--- config.mk ---
export PLATFORM = sky130hd
export DESIGN_NAME = x86_system_table_group_exec
export DESIGN_NICKNAME = d
export VERILOG_FILES = /design/src/hw/rtl/xstg_pkg.sv /design/src/hw/rtl/xstg_front.sv /design/src/hw/rtl/xstg_cmd_fifo.sv /design/src/hw/rtl/xstg_back.sv /design/src/hw/rtl/x86_system_table_group_exec.sv
export SDC_FILE = /design/constraint.sdc
export NUM_CORES = 1
export LEC_CHECK = 0
export BUFFER_PORTS_ARGS = -buffer_cell sky130_fd_sc_hd__clkbuf_2
export CORE_MARGIN = 2
export CORE_UTILIZATION = 45
export DETAILED_ROUTE_END_ITERATION = 7
export GPL_TIMING_DRIVEN = 0
export MAX_ROUTING_LAYER = met4
export PLACE_DENSITY_LB_ADDON = 0.08
export SLEW_MARGIN = 20
export SYNTH_ARGS = -nofsm -noshare
export SYNTH_HDL_FRONTEND = slang
export SYNTH_HIERARCHICAL = 1
export SYNTH_SLANG_ARGS = --single-unit
--- constraint.sdc ---
create_clock -name clk_i -period 22.1 [get_ports clk_i]
set_clock_uncertainty 0.05 [all_clocks]
set_input_delay 4.42 -clock clk_i [delete_from_list [all_inputs] [get_ports clk_i]]
set_output_delay 4.42 -clock clk_i [all_outputs]
set_load 0.02 [all_outputs]
--- src/hw/rtl/xstg_pkg.sv ---
package xstg_pkg;

  localparam int unsigned MemSizeWidth = 33;
  localparam logic [MemSizeWidth-1:0] MEM_SIZE_RESET = 33'd268435456;
  localparam logic [64:0] BOUND_SPAN = 65'd10;
  localparam logic [3:0] LONG_TABLE_BYTES = 4'd10;
  localparam logic [3:0] SHORT_TABLE_BYTES = 4'd6;
  localparam logic [3:0] MSW_STORE_BYTES = 4'd2;
  localparam logic [63:0] MASK24 = 64'h0000_0000_00ff_ffff;
  localparam logic [63:0] MASK32 = 64'h0000_0000_ffff_ffff;

  typedef enum logic [2:0] {
    STATUS_DONE   = 3'd0,
    STATUS_UD     = 3'd1,
    STATUS_SEGV   = 3'd2,
    STATUS_RDTSCP = 3'd3,
    STATUS_INVAL  = 3'd4
  } status_e;

  typedef enum logic [1:0] {
    REG_WIDTH_16 = 2'd0,
    REG_WIDTH_32 = 2'd1,
    REG_WIDTH_64 = 2'd2
  } reg_width_e;

  typedef enum logic [2:0] {
    GRP_SGDT   = 3'd0,
    GRP_SIDT   = 3'd1,
    GRP_LGDT   = 3'd2,
    GRP_LIDT   = 3'd3,
    GRP_SMSW   = 3'd4,
    GRP_RSVD   = 3'd5,
    GRP_LMSW   = 3'd6,
    GRP_INVLPG = 3'd7
  } grp_e;

  typedef enum logic [3:0] {
    OP_NOP,
    OP_UD,
    OP_SEGV,
    OP_RDTSCP,
    OP_INVAL,
    OP_STORE_GDT,
    OP_STORE_IDT,
    OP_LOAD_GDT,
    OP_LOAD_IDT,
    OP_SMSW_MEM,
    OP_SMSW_REG,
    OP_LMSW
  } op_e;

  typedef struct packed {
    logic [2:0]  reg_field;
    logic [2:0]  rm_field;
    logic        is_memory;
    logic        long_mode;
    logic        operand16;
    logic        rex_w;
    logic [63:0] address;
    logic [15:0] loaded_limit;
    logic [63:0] loaded_base;
    logic [15:0] source_word;
  } req_t;

  typedef struct packed {
    status_e     status;
    logic        mem_write;
    logic [3:0]  write_length;
    logic [15:0] write_limit;
    logic [63:0] write_base;
    logic [3:0]  read_length;
    logic        reg_write;
    reg_width_e  reg_width;
    logic [63:0] reg_value;
  } rsp_t;

  // classified command between front and back
  typedef struct packed {
    op_e         op;
    logic        long_mode;
    logic        operand16;
    logic        rex_w;
    logic [15:0] limit;
    logic [63:0] base;
    logic [15:0] source_word;
  } cmd_t;

endpackage

--- src/hw/rtl/xstg_front.sv ---
module xstg_front
  import xstg_pkg::*;
(
  input  logic                    clk_i,
  input  logic                    rst_ni,
  input  logic                    cfg_we_i,
  input  logic [MemSizeWidth-1:0] cfg_wdata_i,
  input  req_t                    req_i,
  output cmd_t                    cmd_o
);

  logic [MemSizeWidth-1:0] mem_size_q;
  logic                    oob;
  logic                    non_canon;
  op_e                     op;
  logic [63:0]             base;

  always_ff @(posedge clk_i or negedge rst_ni) begin
    if (!rst_ni) begin
      mem_size_q <= MEM_SIZE_RESET;
    end else if (cfg_we_i) begin
      mem_size_q <= cfg_wdata_i;
    end
  end

  // address + 10 beyond memory size, evaluated without wrap
  assign oob = ({1'b0, req_i.address} + BOUND_SPAN) >
               {{(65 - MemSizeWidth){1'b0}}, mem_size_q};

  assign non_canon = !((&req_i.address[63:47]) || !(|req_i.address[63:47]));

  always_comb begin
    op = OP_UD;
    case (grp_e'(req_i.reg_field))
      GRP_SGDT: begin
        if (req_i.is_memory) op = oob ? OP_SEGV : OP_STORE_GDT;
        else if (req_i.rm_field >= 3'd1 && req_i.rm_field <= 3'd4) op = OP_NOP;
      end
      GRP_SIDT: begin
        if (req_i.is_memory) op = oob ? OP_SEGV : OP_STORE_IDT;
        else if (req_i.rm_field <= 3'd1) op = OP_NOP;
      end
      GRP_LGDT: begin
        if (req_i.is_memory) op = oob ? OP_SEGV : OP_LOAD_GDT;
      end
      GRP_LIDT: begin
        if (req_i.is_memory) op = oob ? OP_SEGV : OP_LOAD_IDT;
      end
      GRP_SMSW: begin
        op = req_i.is_memory ? OP_SMSW_MEM : OP_SMSW_REG;
      end
      GRP_LMSW: begin
        op = OP_LMSW;
      end
      GRP_INVLPG: begin
        if (req_i.is_memory) op = (req_i.long_mode && non_canon) ? OP_NOP : OP_INVAL;
        else if (req_i.rm_field == 3'd1) op = OP_RDTSCP;
        else if (req_i.rm_field == 3'd0) op = OP_NOP;
      end
      default: op = OP_UD;
    endcase
  end

  // load base is trimmed to the operand size here
  always_comb begin
    if (req_i.long_mode) base = req_i.loaded_base;
    else if (req_i.operand16) base = req_i.loaded_base & MASK24;
    else base = req_i.loaded_base & MASK32;
  end

  assign cmd_o.op          = op;
  assign cmd_o.long_mode   = req_i.long_mode;
  assign cmd_o.operand16   = req_i.operand16;
  assign cmd_o.rex_w       = req_i.rex_w;
  assign cmd_o.limit       = req_i.loaded_limit;
  assign cmd_o.base        = base;
  assign cmd_o.source_word = req_i.source_word;

endmodule

--- src/hw/rtl/xstg_cmd_fifo.sv ---
module xstg_cmd_fifo
  import xstg_pkg::*;
(
  input  logic clk_i,
  input  logic rst_ni,
  input  logic push_i,
  input  cmd_t cmd_i,
  output logic full_o,
  input  logic pop_i,
  output logic empty_o,
  output cmd_t cmd_o
);

  cmd_t       mem_q [2];
  logic       wr_ptr_q, wr_ptr_d;
  logic       rd_ptr_q, rd_ptr_d;
  logic [1:0] cnt_q, cnt_d;
  logic       do_push, do_pop;

  assign full_o  = (cnt_q == 2'd2);
  assign empty_o = (cnt_q == 2'd0);
  assign do_push = push_i && !full_o;
  assign do_pop  = pop_i && !empty_o;
  assign cmd_o   = mem_q[rd_ptr_q];

  always_comb begin
    wr_ptr_d = do_push ? !wr_ptr_q : wr_ptr_q;
    rd_ptr_d = do_pop ? !rd_ptr_q : rd_ptr_q;
    cnt_d    = cnt_q + {1'b0, do_push} - {1'b0, do_pop};
  end

  always_ff @(posedge clk_i or negedge rst_ni) begin
    if (!rst_ni) begin
      wr_ptr_q <= 1'b0;
      rd_ptr_q <= 1'b0;
      cnt_q    <= 2'd0;
    end else begin
      wr_ptr_q <= wr_ptr_d;
      rd_ptr_q <= rd_ptr_d;
      cnt_q    <= cnt_d;
    end
  end

  always_ff @(posedge clk_i) begin
    if (do_push) mem_q[wr_ptr_q] <= cmd_i;
  end

endmodule

--- src/hw/rtl/xstg_back.sv ---
module xstg_back
  import xstg_pkg::*;
(
  input  logic clk_i,
  input  logic rst_ni,
  input  logic cmd_empty_i,
  input  cmd_t cmd_i,
  output logic cmd_pop_o,
  output logic empty_o,
  input  logic pop_i,
  output rsp_t rsp_o
);

  logic [15:0] gdt_limit_q, gdt_limit_d;
  logic [63:0] gdt_base_q, gdt_base_d;
  logic [15:0] idt_limit_q, idt_limit_d;
  logic [63:0] idt_base_q, idt_base_d;
  logic [63:0] cr0_q, cr0_d;

  rsp_t       out_q [2];
  logic       wr_ptr_q, rd_ptr_q;
  logic [1:0] cnt_q, cnt_d;
  logic       exec, do_pop;
  rsp_t       rsp;
  logic [3:0] tbl_len;

  assign exec      = !cmd_empty_i && (cnt_q != 2'd2);
  assign cmd_pop_o = exec;
  assign empty_o   = (cnt_q == 2'd0);
  assign do_pop    = pop_i && !empty_o;
  assign rsp_o     = out_q[rd_ptr_q];
  assign tbl_len   = cmd_i.long_mode ? LONG_TABLE_BYTES : SHORT_TABLE_BYTES;

  always_comb begin
    rsp         = '0;
    rsp.status  = STATUS_DONE;
    rsp.reg_width = REG_WIDTH_16;
    gdt_limit_d = gdt_limit_q;
    gdt_base_d  = gdt_base_q;
    idt_limit_d = idt_limit_q;
    idt_base_d  = idt_base_q;
    cr0_d       = cr0_q;
    case (cmd_i.op)
      OP_NOP:    rsp.status = STATUS_DONE;
      OP_UD:     rsp.status = STATUS_UD;
      OP_SEGV:   rsp.status = STATUS_SEGV;
      OP_RDTSCP: rsp.status = STATUS_RDTSCP;
      OP_INVAL:  rsp.status = STATUS_INVAL;
      OP_STORE_GDT: begin
        rsp.mem_write    = 1'b1;
        rsp.write_length = tbl_len;
        rsp.write_limit  = gdt_limit_q;
        rsp.write_base   = cmd_i.long_mode ? gdt_base_q : (gdt_base_q & MASK32);
      end
      OP_STORE_IDT: begin
        rsp.mem_write    = 1'b1;
        rsp.write_length = tbl_len;
        rsp.write_limit  = idt_limit_q;
        rsp.write_base   = cmd_i.long_mode ? idt_base_q : (idt_base_q & MASK32);
      end
      OP_LOAD_GDT: begin
        rsp.read_length = tbl_len;
        gdt_limit_d     = cmd_i.limit;
        gdt_base_d      = cmd_i.base;
      end
      OP_LOAD_IDT: begin
        rsp.read_length = tbl_len;
        idt_limit_d     = cmd_i.limit;
        idt_base_d      = cmd_i.base;
      end
      OP_SMSW_MEM: begin
        rsp.mem_write    = 1'b1;
        rsp.write_length = MSW_STORE_BYTES;
        rsp.write_limit  = cr0_q[15:0];
      end
      OP_SMSW_REG: begin
        rsp.reg_write = 1'b1;
        if (cmd_i.rex_w) begin
          rsp.reg_width = REG_WIDTH_64;
          rsp.reg_value = cr0_q;
        end else if (!cmd_i.operand16) begin
          rsp.reg_width = REG_WIDTH_32;
          rsp.reg_value = cr0_q & MASK32;
        end else begin
          rsp.reg_width = REG_WIDTH_16;
          rsp.reg_value = {48'd0, cr0_q[15:0]};
        end
      end
      OP_LMSW: begin
        // mp/em/ts replaced, pe can only be set
        cr0_d = {cr0_q[63:4], cmd_i.source_word[3:1], cr0_q[0] | cmd_i.source_word[0]};
      end
      default: rsp.status = STATUS_UD;
    endcase
  end

  assign cnt_d = cnt_q + {1'b0, exec} - {1'b0, do_pop};

  always_ff @(posedge clk_i or negedge rst_ni) begin
    if (!rst_ni) begin
      gdt_limit_q <= '0;
      gdt_base_q  <= '0;
      idt_limit_q <= '0;
      idt_base_q  <= '0;
      cr0_q       <= '0;
      wr_ptr_q    <= 1'b0;
      rd_ptr_q    <= 1'b0;
      cnt_q       <= 2'd0;
    end else begin
      if (exec) begin
        gdt_limit_q <= gdt_limit_d;
        gdt_base_q  <= gdt_base_d;
        idt_limit_q <= idt_limit_d;
        idt_base_q  <= idt_base_d;
        cr0_q       <= cr0_d;
        wr_ptr_q    <= !wr_ptr_q;
      end
      if (do_pop) rd_ptr_q <= !rd_ptr_q;
      cnt_q <= cnt_d;
    end
  end

  always_ff @(posedge clk_i) begin
    if (exec) out_q[wr_ptr_q] <= rsp;
  end

endmodule

--- src/hw/rtl/x86_system_table_group_exec.sv ---
// channel   | handshake         | payload
// request   | push / full       | req_i  (req_t)
// result    | empty / pop       | rsp_o  (rsp_t)
// config    | cfg_we_i          | cfg_wdata_i (memory size, 33 bits)
//
// one request per cycle sustained while the receiver keeps popping; a result shows on
// the ports once its request has passed the command and result queues (front decode
// into a 2-entry command queue, back execute into a 2-entry result queue)
// both queues stall independently; full only rises when both are backed up
// reset clears all table registers and cr0, memory size resets to 256 MiB
module x86_system_table_group_exec
  import xstg_pkg::*;
(
  input  logic                    clk_i,
  input  logic                    rst_ni,
  input  logic                    cfg_we_i,
  input  logic [MemSizeWidth-1:0] cfg_wdata_i,
  input  logic                    push,
  output logic                    full,
  input  req_t                    req_i,
  output logic                    empty,
  input  logic                    pop,
  output rsp_t                    rsp_o
);

  cmd_t front_cmd;
  cmd_t queue_cmd;
  logic queue_empty;
  logic queue_pop;

  xstg_front u_front (
    .clk_i       (clk_i),
    .rst_ni      (rst_ni),
    .cfg_we_i    (cfg_we_i),
    .cfg_wdata_i (cfg_wdata_i),
    .req_i       (req_i),
    .cmd_o       (front_cmd)
  );

  xstg_cmd_fifo u_cmd_fifo (
    .clk_i   (clk_i),
    .rst_ni  (rst_ni),
    .push_i  (push),
    .cmd_i   (front_cmd),
    .full_o  (full),
    .pop_i   (queue_pop),
    .empty_o (queue_empty),
    .cmd_o   (queue_cmd)
  );

  xstg_back u_back (
    .clk_i       (clk_i),
    .rst_ni      (rst_ni),
    .cmd_empty_i (queue_empty),
    .cmd_i       (queue_cmd),
    .cmd_pop_o   (queue_pop),
    .empty_o     (empty),
    .pop_i       (pop),
    .rsp_o       (rsp_o)
  );

endmodule

=== Word-level counts from Yosys, hierarchy flattened ===
Memory sizes are Yosys's and may differ from the RTL's.
Cells that the tools add are included.

* Register bits: 205
* Memory bits (writable): 524
* Word-level logic and storage cells: 103
* Memories kept: 2

{| class="wikitable"
|+ Memory list
! name !! depth !! width !! rd ports !! clocked after memory_dff !! write ports !! line !! RTL
|-
| u_back.out_q || 2 || 159 || 1 || 0 || 1 || xstg_back.sv:20 || <nowiki>rsp_t out_q [2];</nowiki>
|-
| u_cmd_fifo.mem_q || 2 || 103 || 1 || 0 || 1 || xstg_cmd_fifo.sv:14 || <nowiki>cmd_t mem_q [2];</nowiki>
|}

* Add/subtract/negate cells: 5
* Magnitude comparators: 4
* Equality and inequality tests: 19
* Muxes and demuxes: 32
* Bitwise operators: 1
* Reduce and logical (&&, ||, !) cells: 28

{| class="wikitable"
|+ Operators by type and width
! operator !! number
|-
| $mux W64 || 3
|-
| $pmux W64 S2 || 1
|-
| $mux W67 || 1
|-
| $mux W66 || 1
|-
| $add A64 B4 Y65 const B || 1
|-
| $gt A65 B33 Y1 || 1
|-
| $mux W65 || 1
|-
| $pmux W21 S3 || 1
|-
| $mux W4 || 9
|-
| $mux W32 || 1
|-
| $pmux W4 S7 || 1
|-
| $reduce_and A17 Y1 || 1
|-
| $reduce_or A17 Y1 || 1
|-
| $eq A4 B3 Y1 const B || 4
|-
| $eq A4 B4 Y1 const B || 4
|-
| $mux W3 || 4
|-
| $pmux W3 S4 || 1
|-
| $eq A3 B3 Y1 const B || 3
|-
| $logic_not A1 Y1 || 9
|-
| $eq A4 B2 Y1 const B || 2
|-
| $reduce_or A8 Y1 || 1
|-
| $mux W1 || 7
|-
| $eq A3 B1 Y1 const B || 2
|-
| $eq A3 B2 Y1 const B || 2
|-
| 16 further kinds || 27
|}

=== Logic depth before layout (Yosys ltp) ===
* Word-level depth: 8
* Depth in mapped cells: 17
* Depth with buffers taken out: 17

=== By module ===
Netlist, hierarchy kept.

{| class="wikitable"
|+ By module, submodules not included
! module !! times used !! cells an instance !! area an instance (um^2) !! seq. area each (um^2)
|-
| xstg_back || 1 || 865 || 14660.3 || 9969.6
|-
| xstg_cmd_fifo || 1 || 339 || 7882.6 || 6286.0
|-
| xstg_front || 1 || 595 || 4379.2 || 827.0
|}

=== Worst setup path after synthesis ===
OpenSTA, ideal clock, no wires.

* Path type: input -> register
* Start: input port push
* End: memory u_cmd_fifo/mem_q[0][0] (netlist bit), enable pin
* Setup time: 0.566 ns
* Arrival time: 8.800 ns
* Required time: 21.484 ns
* Path slack: 12.684 ns
* Stages: 2
* Path buffers: 0
* Cell sequence: nand2_1 > nor2_1

* Word-level cells in the longest chain between the ends: 3

{| class="wikitable"
|+ RTL lines
! what !! line !! RTL
|-
| start, declared || x86_system_table_group_exec.sv:18 || <nowiki>input logic push,</nowiki>
|-
| $logic_and A1 B1 Y1 || xstg_cmd_fifo.sv:22 || <nowiki>assign do_push = push_i && !full_o;</nowiki>
|-
| $mux W1 || xstg_cmd_fifo.sv:45 || <nowiki>if (do_push) mem_q[wr_ptr_q] <= cmd_i;</nowiki>
|-
| $mux W1 (implied by the code) || xstg_cmd_fifo.sv:45 ||
|-
| end, declared || xstg_cmd_fifo.sv:14 ||
|}

Every way passes these cells.

==> impl_metrics.json <==
{
  "wl_met1_mm": 26.2,
  "finalWirelength_mm": 59.9,
  "cp_max_fo": 6,
  "critPathArrivalTime_ps": 8500,
  "hpwl_mm": 42.8,
  "rows": 88,
  "cts_setup_buffers": 0,
  "ant_nets": 0,
  "syn_area_per_cell_um2": 14.8,
  "hold_buffers": 0,
  "critPathCaptureType": "flop",
  "power_uw": 4190,
  "critPathLaunchType": "primary input",
  "vdd_ir_drop_max_v": 0.0000698,
  "top_layer": "met4",
  "clk_latency_ps": 620,
  "placed_area_um2": 28800,
  "multi_input_area_um2": 8460,
  "htree_levels": 2,
  "cp_slowest_stage_delay_ps": 710,
  "cap_violations": 0,
  "gp_congestion": 0.856,
  "timing.fmax_ghz": 0.122,
  "finalCritPeriodShare_pct": 37.1,
  "ctsResizeCount": 0,
  "slew_headroom_pct": 35.5,
  "wl_met3_mm": 2.93,
  "grt_max_degree": 78,
  "grt_pass1_wl_mm": 90.6,
  "die_h_um": 244,
  "drive_gt1_share_pct": 37.4,
  "drtPass1Iterations": 5,
  "worst_pin_slew_ps": 959,
  "syn_area_um2": 26000,
  "max-clock-path-buffers": 3,
  "via_count": 15241,
  "status": "finished, final reports clean",
  "dieArea_um2": 59700,
  "fillers": 4859,
  "design_area_um2": 30800,
  "p_leak_uw": 0.0127,
  "io_pins": 369,
  "syn2layout_area_growth_pct": 18.8,
  "worstPathRequired_ps": 22410,
  "hp-class": "flop to flop",
  "syn_inst": 1751,
  "met2_wirelength_mm": 29.5,
  "nets": 2391,
  "drc": 0,
  "coreArea_um2": 57400,
  "worstPathCellList": "clkbuf_2, nand4_2, nor4_2, and3_1, clkbuf_1, nand3_1, xnor2_1, ha_1, nand4_1, or3_1, nor3_1, nor2_1, a311oi_1, nand4_1, nor4_2, nand3_1, a21o_1",
  "hold_violations": 0,
  "path_class": "primary input to flop",
  "final-seq-area_um2": 16400,
  "setup_violations": 0,
  "cts_tree": "done",
  "die_w_um": 244,
  "grt_remaining_overflow": 0,
  "yosys_warnings": 6,
  "final.min_clock_period_ps": 8190,
  "p_per_area_nw_per_um2": 136,
  "initial_core_util_pct": 45.3,
  "vias_per_cell": 5.14,
  "setup-tns-final_ps": 0,
  "grt_usage_pct": 20.6,
  "clkTransAtPathRegs_ps": 60,
  "crit_slowest_cell": "nor4_2",
  "antenna_found_initial": 6,
  "place.port_buffers": 245,
  "wl_per_cell_um": 20.2,
  "drt_iter0_drc": 775,
  "utilization_pct": 53.8,
  "slew_viol_final": 0,
  "cts_made_buffers": 60,
  "clock-sinks": 579,
  "root_buffer": "clkbuf_16",
  "grt_setup_unrepaired": "no",
  "grt_pass1_vias": 15749
}
==> stage by stage <==
step / setup slack (ps) / std cells / hold WS (ps)
finish: 13910 / 2968 / 436
global route: 13590 / 2968 / 447
detailed placement: 12880 / 2848 / 426
floorplan: 13200 / 1812 / 391
global placement: 8980 / 2822 / 418
CTS: 13550 / 2962 / 439
==> path summary, 6_finish.rpt <==
kind	start	end	slack [ps]	cells after the start
min in group asynchronous	rst_ni	u_front/mem_size_q[16]	3760	1
max	req_i[105]	u_cmd_fifo/mem_q[1][100]	13910	17
max in group asynchronous	rst_ni	u_back/idt_base_q[42]	17370	2
min reg2reg	u_back/idt_base_q[59]	u_back/idt_base_q[59]	440	1
max reg2reg	u_cmd_fifo/rd_ptr_q	u_back/out_q[1][127]	18540	9
min	u_back/idt_base_q[59]	u_back/idt_base_q[59]	440	1
==> area by class of cell <==
class,count,area share [%]
plain buffers,187,4.07
repair buffers,271,5.35
clock inverters,31,0.961
clock buffers,83,5.44
well taps,765,3.10
multi-input cells,1000,27.4
inverters,46,0.560
diodes,6,0.0487
flip-flops and latches,579,53.0
==> layout by cell type (no fill, tap or decap), types with 59 or more instances in the layout <==
cell type	count
clkbuf_16	60
conb_1	62
buf_4	119
mux2_4	60
edfxtp_1	374
mux2_2	232
clkbuf_1	59
dfrtp_1	204
clkbuf_2	244
nand2_1	81
mux2_1	60
a22o_1	76
==> report_power, final <==
part	internal, uW	total (uW)	switching (uW)	leakage (uW)
Clock	579	999	420	0.000976
Combinational	609	1420	808	0.00560
Sequential	1640	1770	127	0.00608
Total	2830	4190	1350	0.0127
==> worst max-delay path, delay by kind of cell <==
family	cells	cell delay (ps)
AND/OR/NAND/NOR	11	2810
XOR/XNOR	1	150
buffers and inverters	2	390
AO/OA/AOI/OAI	2	430
adder cells (fa/ha/maj)	1	290
==> per-layer routing <==
layer  GRT usage, %  vias to the layer above
li1               -                     7162
met5              -                        -
met2           33.9                      331
met3           3.85                       84
met4           5.24                        0
met1           26.4                     7664
==> registers in the layout (all words and copies together), names as in the netlist, 2 cells and up <==
name / flops
u_front/mem_size_q: 33
u_back/idt_base_q: 64
u_back/cr0_q: 4
u_back/idt_limit_q: 16
u_back/gdt_limit_q: 16
u_cmd_fifo/cnt_q: 2
u_back/gdt_base_q: 64
u_cmd_fifo/mem_q: 182
u_back/out_q: 192
u_back/cnt_q: 2
No activity file was read; power rests on OpenSTA's default activity.
